**src/rtl/core/vcsp_pkg.sv**
```systemverilog
// vcsp_pkg: beat types, result kinds, status codes and chunk ids for the
// voxel chunk stream parser. Depends on nothing; used by rtl/core modules.
package vcsp_pkg;

    // Result kinds
    localparam logic [2:0] KIND_SIZE     = 3'd0;
    localparam logic [2:0] KIND_VOXEL    = 3'd1;
    localparam logic [2:0] KIND_PALETTE  = 3'd2;
    localparam logic [2:0] KIND_FINISHED = 3'd3;
    localparam logic [2:0] KIND_ERROR    = 3'd4;

    // Error status codes
    localparam logic [1:0] STATUS_OK        = 2'd0;
    localparam logic [1:0] STATUS_BAD_MAGIC = 2'd1;
    localparam logic [1:0] STATUS_NO_MAIN   = 2'd2;
    localparam logic [1:0] STATUS_NO_MODELS = 2'd3;

    // Chunk ids as little-endian words
    localparam logic [31:0] ID_VOX  = 32'h2058_4F56;
    localparam logic [31:0] ID_MAIN = 32'h4E49_414D;
    localparam logic [31:0] ID_SIZE = 32'h455A_4953;
    localparam logic [31:0] ID_XYZI = 32'h495A_5958;
    localparam logic [31:0] ID_RGBA = 32'h4142_4752;

    // Chunk content kinds
    localparam logic [1:0] CHUNK_OTHER = 2'd0;
    localparam logic [1:0] CHUNK_SIZE  = 2'd1;
    localparam logic [1:0] CHUNK_VOX   = 2'd2;
    localparam logic [1:0] CHUNK_PAL   = 2'd3;

    typedef struct packed {
        logic [7:0] data_byte;
        logic       last_byte;
    } src_beat_t;

    typedef struct packed {
        logic [2:0]  kind;
        logic [31:0] coord_x;
        logic [31:0] coord_y;
        logic [31:0] coord_z;
        logic [7:0]  palette_slot;
        logic [31:0] color_word;
        logic [1:0]  status;
        logic        last_of_run;
    } res_beat_t;

endpackage

```
**src/rtl/core/voxel_chunk_stream_parser.sv**
```systemverilog
// voxel_chunk_stream_parser: top level, byte-wide voxel file parser with a
// four-beat result queue. Depends on vcsp_pkg.
//
// Usage:
//   src channel: one file byte per beat (data_byte, last_byte marks the end).
//   res channel: size, voxel, palette-write and end-of-file report beats.
//   A beat moves on a rising edge where valid is high and stall is low.
// Throughput: one byte per cycle while src_stall is low. Each byte updates
//   the parse state and pushes zero, one or two result beats into a
//   four-entry queue; the queue drains one beat per cycle while res_stall
//   is low.
// Queueing: a result is registered in the queue and offered on res in turn.
// Stall: src_stall rises when the queue holds three or more beats, so a
//   stalled receiver backs up into the byte stream with at most four
//   queued results; nothing is dropped.
// Reset: rst_n clears the parse state and empties the queue; the parser then
//   waits for the file magic. After a last byte the state returns to the same
//   reset state, ready for the next file.
module voxel_chunk_stream_parser #(
    parameter int PALETTE_ENTRIES = 255
) (
    input  logic                clk,
    input  logic                rst_n,
    input  logic                src_valid,
    output logic                src_stall,
    input  vcsp_pkg::src_beat_t src_beat,
    output logic                res_valid,
    input  logic                res_stall,
    output vcsp_pkg::res_beat_t res_beat
);

    typedef enum logic [3:0] {
        PH_MAGIC, PH_VERSION, PH_MAIN_ID, PH_MAIN_LENS, PH_CHUNK_ID,
        PH_CHUNK_LENS, PH_SIZE, PH_VOX_COUNT, PH_VOX_DATA, PH_PAL, PH_SKIP,
        PH_STOP, PH_DRAIN
    } phase_t;

    localparam int QDEPTH = 4;
    localparam logic [8:0] PAL_LIMIT = 9'(PALETTE_ENTRIES);

    // Parse state
    phase_t      phase_reg,  phase_next;
    logic [1:0]  pos_reg,    pos_next;
    logic [31:0] shift_reg,  shift_next;
    logic [7:0]  widx_reg,   widx_next;
    logic [32:0] rem_reg,    rem_next;
    logic [1:0]  ckind_reg,  ckind_next;
    logic [31:0] vleft_reg,  vleft_next;
    logic [31:0] sx_reg,     sx_next;
    logic [31:0] sy_reg,     sy_next;
    logic        seen_reg,   seen_next;

    // Result queue
    vcsp_pkg::res_beat_t q_mem [QDEPTH];
    logic [1:0] wr_ptr_reg, rd_ptr_reg;
    logic [2:0] count_reg,  count_next;

    logic                src_take, res_take;
    logic                word_done;
    logic [31:0]         w;
    logic [1:0]          n_res;
    vcsp_pkg::res_beat_t res_arr [2];
    vcsp_pkg::res_beat_t r;

    assign src_stall = (count_reg > 3'(QDEPTH - 2));
    assign res_valid = (count_reg != 3'd0);
    assign res_beat  = q_mem[rd_ptr_reg];
    assign src_take  = src_valid && !src_stall;
    assign res_take  = res_valid && !res_stall;

    // Parse step for the byte at the src port
    always_comb
    begin
        phase_next = phase_reg;
        pos_next   = pos_reg;
        shift_next = shift_reg;
        widx_next  = widx_reg;
        rem_next   = rem_reg;
        ckind_next = ckind_reg;
        vleft_next = vleft_reg;
        sx_next    = sx_reg;
        sy_next    = sy_reg;
        seen_next  = seen_reg;
        word_done  = 1'b0;
        w          = '0;
        n_res      = 2'd0;
        res_arr[0] = '0;
        res_arr[1] = '0;
        r          = '0;

        // Word assembly and chunk byte count
        if (phase_reg == PH_SKIP)
        begin
            if (rem_reg != 33'd0)
                rem_next = rem_reg - 33'd1;
            if (rem_next == 33'd0)
            begin
                phase_next = PH_CHUNK_ID;
                pos_next   = 2'd0;
                shift_next = '0;
            end
        end
        else if (phase_reg != PH_STOP && phase_reg != PH_DRAIN)
        begin
            if ((phase_reg == PH_SIZE || phase_reg == PH_VOX_COUNT ||
                 phase_reg == PH_VOX_DATA || phase_reg == PH_PAL) &&
                rem_reg != 33'd0)
                rem_next = rem_reg - 33'd1;
            if (pos_reg == 2'd3)
            begin
                word_done  = 1'b1;
                w          = {src_beat.data_byte, shift_reg[23:0]};
                shift_next = '0;
                pos_next   = 2'd0;
            end
            else
            begin
                shift_next = shift_reg | (32'(src_beat.data_byte) << {pos_reg, 3'b000});
                pos_next   = pos_reg + 2'd1;
            end
        end

        // Word handling per phase
        if (word_done)
        begin
            case (phase_reg)
                PH_MAGIC:
                begin
                    if (w == vcsp_pkg::ID_VOX)
                        phase_next = PH_VERSION;
                    else
                    begin
                        r = '0;
                        r.kind   = vcsp_pkg::KIND_ERROR;
                        r.status = vcsp_pkg::STATUS_BAD_MAGIC;
                        res_arr[n_res[0]] = r;
                        n_res = n_res + 2'd1;
                        phase_next = PH_DRAIN;
                    end
                end
                PH_VERSION:
                    phase_next = PH_MAIN_ID;
                PH_MAIN_ID:
                begin
                    if (w == vcsp_pkg::ID_MAIN)
                    begin
                        phase_next = PH_MAIN_LENS;
                        widx_next  = 8'd0;
                    end
                    else
                    begin
                        r = '0;
                        r.kind   = vcsp_pkg::KIND_ERROR;
                        r.status = vcsp_pkg::STATUS_NO_MAIN;
                        res_arr[n_res[0]] = r;
                        n_res = n_res + 2'd1;
                        phase_next = PH_DRAIN;
                    end
                end
                PH_MAIN_LENS:
                begin
                    if (widx_reg >= 8'd1)
                    begin
                        phase_next = PH_CHUNK_ID;
                        widx_next  = 8'd0;
                    end
                    else
                        widx_next = widx_reg + 8'd1;
                end
                PH_CHUNK_ID:
                begin
                    if (w == 32'd0)
                        phase_next = PH_STOP;
                    else
                    begin
                        if (w == vcsp_pkg::ID_SIZE)
                        begin
                            ckind_next = vcsp_pkg::CHUNK_SIZE;
                            seen_next  = 1'b1;
                            sx_next    = '0;
                            sy_next    = '0;
                        end
                        else if (w == vcsp_pkg::ID_XYZI)
                            ckind_next = vcsp_pkg::CHUNK_VOX;
                        else if (w == vcsp_pkg::ID_RGBA)
                            ckind_next = vcsp_pkg::CHUNK_PAL;
                        else
                            ckind_next = vcsp_pkg::CHUNK_OTHER;
                        phase_next = PH_CHUNK_LENS;
                        widx_next  = 8'd0;
                    end
                end
                PH_CHUNK_LENS:
                begin
                    if (widx_reg == 8'd0)
                    begin
                        rem_next  = {1'b0, w};
                        widx_next = 8'd1;
                    end
                    else
                    begin
                        rem_next  = rem_reg + {1'b0, w};
                        widx_next = 8'd0;
                        case (ckind_reg)
                            vcsp_pkg::CHUNK_SIZE: phase_next = PH_SIZE;
                            vcsp_pkg::CHUNK_VOX:  phase_next = PH_VOX_COUNT;
                            vcsp_pkg::CHUNK_PAL:  phase_next = PH_PAL;
                            default:
                                phase_next = (rem_next == 33'd0) ? PH_CHUNK_ID : PH_SKIP;
                        endcase
                    end
                end
                PH_SIZE:
                begin
                    if (widx_reg == 8'd0)
                    begin
                        sx_next   = w;
                        widx_next = 8'd1;
                    end
                    else if (widx_reg == 8'd1)
                    begin
                        sy_next   = w;
                        widx_next = 8'd2;
                    end
                    else
                    begin
                        r = '0;
                        r.kind    = vcsp_pkg::KIND_SIZE;
                        r.coord_x = sx_reg;
                        r.coord_y = sy_reg;
                        r.coord_z = w;
                        res_arr[n_res[0]] = r;
                        n_res = n_res + 2'd1;
                        phase_next = (rem_next == 33'd0) ? PH_CHUNK_ID : PH_SKIP;
                        widx_next  = 8'd0;
                    end
                end
                PH_VOX_COUNT:
                begin
                    vleft_next = w;
                    if (w == 32'd0)
                    begin
                        phase_next = (rem_next == 33'd0) ? PH_CHUNK_ID : PH_SKIP;
                        widx_next  = 8'd0;
                    end
                    else
                        phase_next = PH_VOX_DATA;
                end
                PH_VOX_DATA:
                begin
                    r = '0;
                    r.kind    = vcsp_pkg::KIND_VOXEL;
                    r.coord_x = {24'd0, w[7:0]};
                    r.coord_y = {24'd0, w[15:8]};
                    r.coord_z = {24'd0, w[23:16]};
                    res_arr[n_res[0]] = r;
                    n_res = n_res + 2'd1;
                    vleft_next = vleft_reg - 32'd1;
                    if (vleft_next == 32'd0)
                    begin
                        phase_next = (rem_next == 33'd0) ? PH_CHUNK_ID : PH_SKIP;
                        widx_next  = 8'd0;
                    end
                end
                PH_PAL:
                begin
                    r = '0;
                    r.kind         = vcsp_pkg::KIND_PALETTE;
                    r.palette_slot = widx_reg + 8'd1;
                    r.color_word   = w;
                    res_arr[n_res[0]] = r;
                    n_res = n_res + 2'd1;
                    if (({1'b0, widx_reg} + 9'd1) >= PAL_LIMIT)
                    begin
                        phase_next = (rem_next == 33'd0) ? PH_CHUNK_ID : PH_SKIP;
                        widx_next  = 8'd0;
                    end
                    else
                        widx_next = widx_reg + 8'd1;
                end
                default:
                begin
                end
            endcase
        end

        // End of file report, then back to the reset state
        if (src_beat.last_byte)
        begin
            r = '0;
            if (phase_next == PH_MAGIC)
            begin
                r.kind   = vcsp_pkg::KIND_ERROR;
                r.status = vcsp_pkg::STATUS_BAD_MAGIC;
                res_arr[n_res[0]] = r;
                n_res = n_res + 2'd1;
            end
            else if (phase_next == PH_VERSION || phase_next == PH_MAIN_ID)
            begin
                r.kind   = vcsp_pkg::KIND_ERROR;
                r.status = vcsp_pkg::STATUS_NO_MAIN;
                res_arr[n_res[0]] = r;
                n_res = n_res + 2'd1;
            end
            else if (phase_next != PH_DRAIN)
            begin
                if (phase_next == PH_SIZE ||
                    (phase_next == PH_CHUNK_LENS && ckind_next == vcsp_pkg::CHUNK_SIZE))
                begin
                    r.kind    = vcsp_pkg::KIND_SIZE;
                    r.coord_x = sx_next;
                    r.coord_y = sy_next;
                    res_arr[n_res[0]] = r;
                    n_res = n_res + 2'd1;
                end
                r = '0;
                if (seen_next)
                    r.kind = vcsp_pkg::KIND_FINISHED;
                else
                begin
                    r.kind   = vcsp_pkg::KIND_ERROR;
                    r.status = vcsp_pkg::STATUS_NO_MODELS;
                end
                res_arr[n_res[0]] = r;
                n_res = n_res + 2'd1;
            end
            phase_next = PH_MAGIC;
            pos_next   = 2'd0;
            shift_next = '0;
            widx_next  = 8'd0;
            rem_next   = '0;
            ckind_next = vcsp_pkg::CHUNK_OTHER;
            vleft_next = '0;
            sx_next    = '0;
            sy_next    = '0;
            seen_next  = 1'b0;
        end

        // Mark the final beat of this byte
        if (n_res == 2'd1)
            res_arr[0].last_of_run = 1'b1;
        else if (n_res == 2'd2)
            res_arr[1].last_of_run = 1'b1;
    end

    assign count_next = count_reg + (src_take ? 3'(n_res) : 3'd0) - 3'(res_take);

    // Parse state and queue pointers
    always_ff @(posedge clk or negedge rst_n)
    begin
        if (!rst_n)
        begin
            phase_reg  <= PH_MAGIC;
            pos_reg    <= 2'd0;
            shift_reg  <= '0;
            widx_reg   <= 8'd0;
            rem_reg    <= '0;
            ckind_reg  <= vcsp_pkg::CHUNK_OTHER;
            vleft_reg  <= '0;
            sx_reg     <= '0;
            sy_reg     <= '0;
            seen_reg   <= 1'b0;
            wr_ptr_reg <= 2'd0;
            rd_ptr_reg <= 2'd0;
            count_reg  <= 3'd0;
        end
        else
        begin
            if (src_take)
            begin
                phase_reg  <= phase_next;
                pos_reg    <= pos_next;
                shift_reg  <= shift_next;
                widx_reg   <= widx_next;
                rem_reg    <= rem_next;
                ckind_reg  <= ckind_next;
                vleft_reg  <= vleft_next;
                sx_reg     <= sx_next;
                sy_reg     <= sy_next;
                seen_reg   <= seen_next;
                wr_ptr_reg <= wr_ptr_reg + n_res;
            end
            if (res_take)
                rd_ptr_reg <= rd_ptr_reg + 2'd1;
            count_reg <= count_next;
        end
    end

    // Queue storage
    always_ff @(posedge clk)
    begin
        if (src_take && n_res != 2'd0)
            q_mem[wr_ptr_reg] <= res_arr[0];
        if (src_take && n_res == 2'd2)
            q_mem[wr_ptr_reg + 2'd1] <= res_arr[1];
    end

    // Checks
    a_count_bound: assert property (@(posedge clk) disable iff (!rst_n)
        count_reg <= 3'(QDEPTH))
        else $error("result queue overflow");

    a_room_on_take: assert property (@(posedge clk) disable iff (!rst_n)
        src_take |-> (count_reg <= 3'(QDEPTH - 2)))
        else $error("byte taken without room for two results");

    a_last_resets: assert property (@(posedge clk) disable iff (!rst_n)
        (src_take && src_beat.last_byte) |=> (phase_reg == PH_MAGIC && !seen_reg))
        else $error("parse state not reset after last byte");

    a_quiet_stop: assert property (@(posedge clk) disable iff (!rst_n)
        (src_take && !src_beat.last_byte &&
         (phase_reg == PH_STOP || phase_reg == PH_DRAIN)) |-> (n_res == 2'd0))
        else $error("result from a stopped parser");

    a_finish_is_last: assert property (@(posedge clk) disable iff (!rst_n)
        (res_valid && res_beat.kind == vcsp_pkg::KIND_FINISHED) |-> res_beat.last_of_run)
        else $error("finish report not last of run");

endmodule

```
**config.mk**
```make
export PLATFORM = sky130hd
export DESIGN_NAME = voxel_chunk_stream_parser
export DESIGN_NICKNAME = d
export VERILOG_FILES = /design/src/rtl/core/vcsp_pkg.sv /design/src/rtl/core/voxel_chunk_stream_parser.sv
export SDC_FILE = /design/constraint.sdc
export NUM_CORES = 2
export LEC_CHECK = 0
export BUFFER_PORTS_ARGS = -buffer_cell sky130_fd_sc_hd__buf_2
export CAP_MARGIN = 30
export CORE_AREA = 2 2 263 265
export CTS_BUF_LIST = sky130_fd_sc_hd__clkbuf_8
export DETAILED_ROUTE_END_ITERATION = 6
export DIE_AREA = 0 0 265 267
export PLACE_DENSITY_LB_ADDON = 0.2
export RECOVER_POWER = 25
export SLEW_MARGIN = 20
export SYNTH_ARGS = -nofsm -noshare
export SYNTH_HDL_FRONTEND = slang
export SYNTH_SLANG_ARGS = --single-unit
```
**constraint.sdc**
```tcl
create_clock -name clk -period 20.2 [get_ports clk]
set_input_delay 2.02 -clock clk [delete_from_list [all_inputs] [get_ports clk]]
set_output_delay 2.02 -clock clk [all_outputs]
set_load 0.02 [all_outputs]
```
==> flow_summary.json <==
{
  "status": "finished with violations",
  "violations": "capacitance limit, slew limit",
  "fin_crit_sh": 0.656,
  "synth.most_common_cell": "edfxtp_1",
  "grt_util_all_layers": 0.393,
  "core_area_mm2": 0.0680,
  "ff2ff_setup_slack_ps": 8680,
  "dp_hpwl_mm": 91.0,
  "clkLatencyLatePin_ps": 770,
  "slowest_delay_ps": 6570,
  "largest_reg_flops": 568,
  "crit_type": "reg2out",
  "end_kind": "primary output",
  "hp-class": "reg2reg",
  "p_switching_w": 0.00275,
  "yosysUniqueCellTypes": 92,
  "ys_warn_count": 0,
  "io_buffer_count": 156,
  "antenna_found_initial": 11,
  "skew_ps": 42.0,
  "synth_top_family_by_area": "simple AND/OR/NAND/NOR gates",
  "yosysTopAreaCell": "edfxtp_1",
  "synth_flop_cell": "edfxtp_1",
  "gp_congestion": 1.05,
  "ir_drop_mv": 0.260,
  "final-instance-count-excl-fill": 4722,
  "cpMaxStageDelayCell": "clkbuf_1",
  "period_needed_ps": 13250,
  "synthSimpleGateAreaFrac": 0.161,
  "clock_path_buffers": 3,
  "vias": 33787,
  "start_util": 0.593,
  "post_cts_buffers": 0,
  "setup_viol": 0,
  "synthMuxAreaShare": 0.0819,
  "syn_inst": 3673,
  "drc_errors": 0,
  "drt-total-wl_mm": 140,
  "drt_first_iter_violations": 4642,
  "drt.antenna.violating_nets": 0,
  "intPower_w": 0.00338,
  "grt_pass1_vias": 32111,
  "netSwitchingFraction": 0.449,
  "placementRows": 96,
  "cap_violations": 13,
  "crit_path_start_kind": "register",
  "finalMaxSlewViolations": 659,
  "synth_compound_area_frac": 0.157,
  "synth_seq_area_share": 0.533,
  "fmax_ghz": 0.0754,
  "synth_edf_count": 568,
  "synthXorXnorAreaFrac": 0.00955,
  "dp.cells": 4483,
  "clk_pin_slew_worst_paths_ps": 60,
  "cts_resized": 0,
  "cp_data_arrival_time_ps": 11230,
  "drive_above_1_share": 0.144,
  "setup_tns_ps": 0,
  "clkPwrFrac": 0.208,
  "p_per_area_mw_per_mm2": 139,
  "dieArea_mm2": 0.0708,
  "synth_top_area_share": 0.423,
  "cts_made_buffers": 118,
  "dr.pass1.iters": 7,
  "post_synth.cell_area_avg_um2": 11.0,
  "slew_headroom": -5.21,
  "design_area_mm2": 0.0440,
  "grt_first_pass_wirelength_mm": 207,
  "synthToLayoutAreaGrowth_pct": 9.03,
  "syn_area_mm2": 0.0403,
  "avgViaCountPerCell": 7.16,
  "cts_hold_buf": 0,
  "cp.required_ps": 18180,
  "crit_path_cell_trace": "clkbuf_1 -> mux4_2 -> buf_2",
  "worst_slew_pin_slew_ps": 9320,
  "die_h_um": 267,
  "final_nets": 3797,
  "pwr-share-comb": 0.465,
  "place_area_mm2": 0.0417,
  "grt_setup_unrepaired": "false",
  "avgRoutedWirePerCell_um": 29.7,
  "path_max_fanout": 104,
  "grt_start_max_net_pins": 105,
  "num_io_pins": 157,
  "cts_root_buffer": "clkbuf_8",
  "synthAdderAreaFrac": 0.0174,
  "seq_power_share": 0.327,
  "p_leak_nw": 15.1,
  "cts-htree-levels": 3,
  "overflow": 0,
  "ys_top_cells_by_area": "edfxtp_1 42%, dfrtp_1 11%, mux4_2 7.9%",
  "finalHoldViolCount": 0,
  "cts_sinks": 745,
  "die_w_um": 265,
  "cts_tree": "done",
  "ys_seq_elements": 745,
  "synth.net_count": 3741,
  "synth_async_sr_flop_share": 0.238,
  "synth_common_cells": "568 x edfxtp_1, 338 x nor3_1, 325 x nand2_1, 300 x a21oi_1, 248 x nor2_1"
}
[cell families after synthesis]
logic type	Yosys count
mux	152
flops	745
buf+inv	370
simple gates	1308
fa+ha+maj	55
xor+xnor	44
compound gates	999
[layout by cell type, fill, tap and decap left out, types with 18 or more instances in the layout]
master and count:
nand2_1 325, clkbuf_8 135, nor2_1 244, a21oi_2 31, and2_1 18, nand3_1 73, ha_1 53, buf_2 92
nor3_1 333, a32oi_1 26, a22oi_1 97, o21ai_1 21, a211oi_1 47, a31oi_1 35, a22o_1 22, o21ai_0 235
nand4_1 34, o211ai_1 28, a21oi_1 299, nor3b_1 26, nor4_1 47, xor2_1 20, clkinv_1 18, mux4_2 142
xnor2_1 24, or4_1 22, buf_4 55, edfxtp_1 568, dfrtp_1 177, clkbuf_1 85, and3_1 47, inv_1 117
or3_1 24
[layout make-up]
type | count | area (um^2)
Clock buffer | 135 | 1860
Inverter | 64 | 240
Multi-Input combinational cell | 2558 | 17400
Fill cell | 5263 | 24000
Sequential cell | 745 | 21500
Antenna cell | 5 | 12.5
Timing Repair Buffer | 242 | 1420
Tap cell | 882 | 1100
Clock inverter | 91 | 514
[metal layers]
metal	part of all wire	GRT usage	up-vias
met5	0.00057	0	-
met4	0.057	0.214	12
met3	0.11	0.0918	440
met2	0.45	0.600	2318
met1	0.37	0.526	16670
li1	-	-	14347
[path summary, 6_finish.rpt]
path                                from  depth (start not counted)             to
setup / recovery           rd_ptr_reg[0]                          3  res_beat[135]
hold / removal                sy_reg[14]                          2     sy_reg[14]
setup reg to reg            phase_reg[0]                         26  q_mem[1][135]
hold reg to reg               sy_reg[14]                          2     sy_reg[14]
max in group asynchronous          rst_n                          3   phase_reg[3]
min in group asynchronous          rst_n                          1  vleft_reg[25]
[critical path, delay by kind of cell, from the launching register on]
| family | cells | cell delay, ps |
|---|---|---|
| flops | 1 | 2120 |
| buf+inv | 2 | 6800 |
| mux | 1 | 1320 |
[power groups by stage]
stage	combinational (W)	clock, W	sequential (W)
2_1_floorplan	0.00194	0	0.00191
3_3_place_gp	0.00273	0	0.00202
3_5_place_dp	0.00273	0	0.00203
4_1_cts	0.00274	0.00129	0.00200
5_1_grt	0.00300	0.00135	0.00201
6_report	0.00285	0.00128	0.00200
[per-stage QoR]
stage	hold WS (ps)	setup WS (ps)	utilization	power [W]
after floorplan	461	3120	-	0.00385
after CTS	512	9290	0.648	0.00603
after detailed placement	497	9320	0.613	0.00476
after global routing	532	5280	0.647	0.00637
final	511	6950	0.647	0.00614
after global placement	479	8350	0.611	0.00475
(Power assumes the default switching activity.)
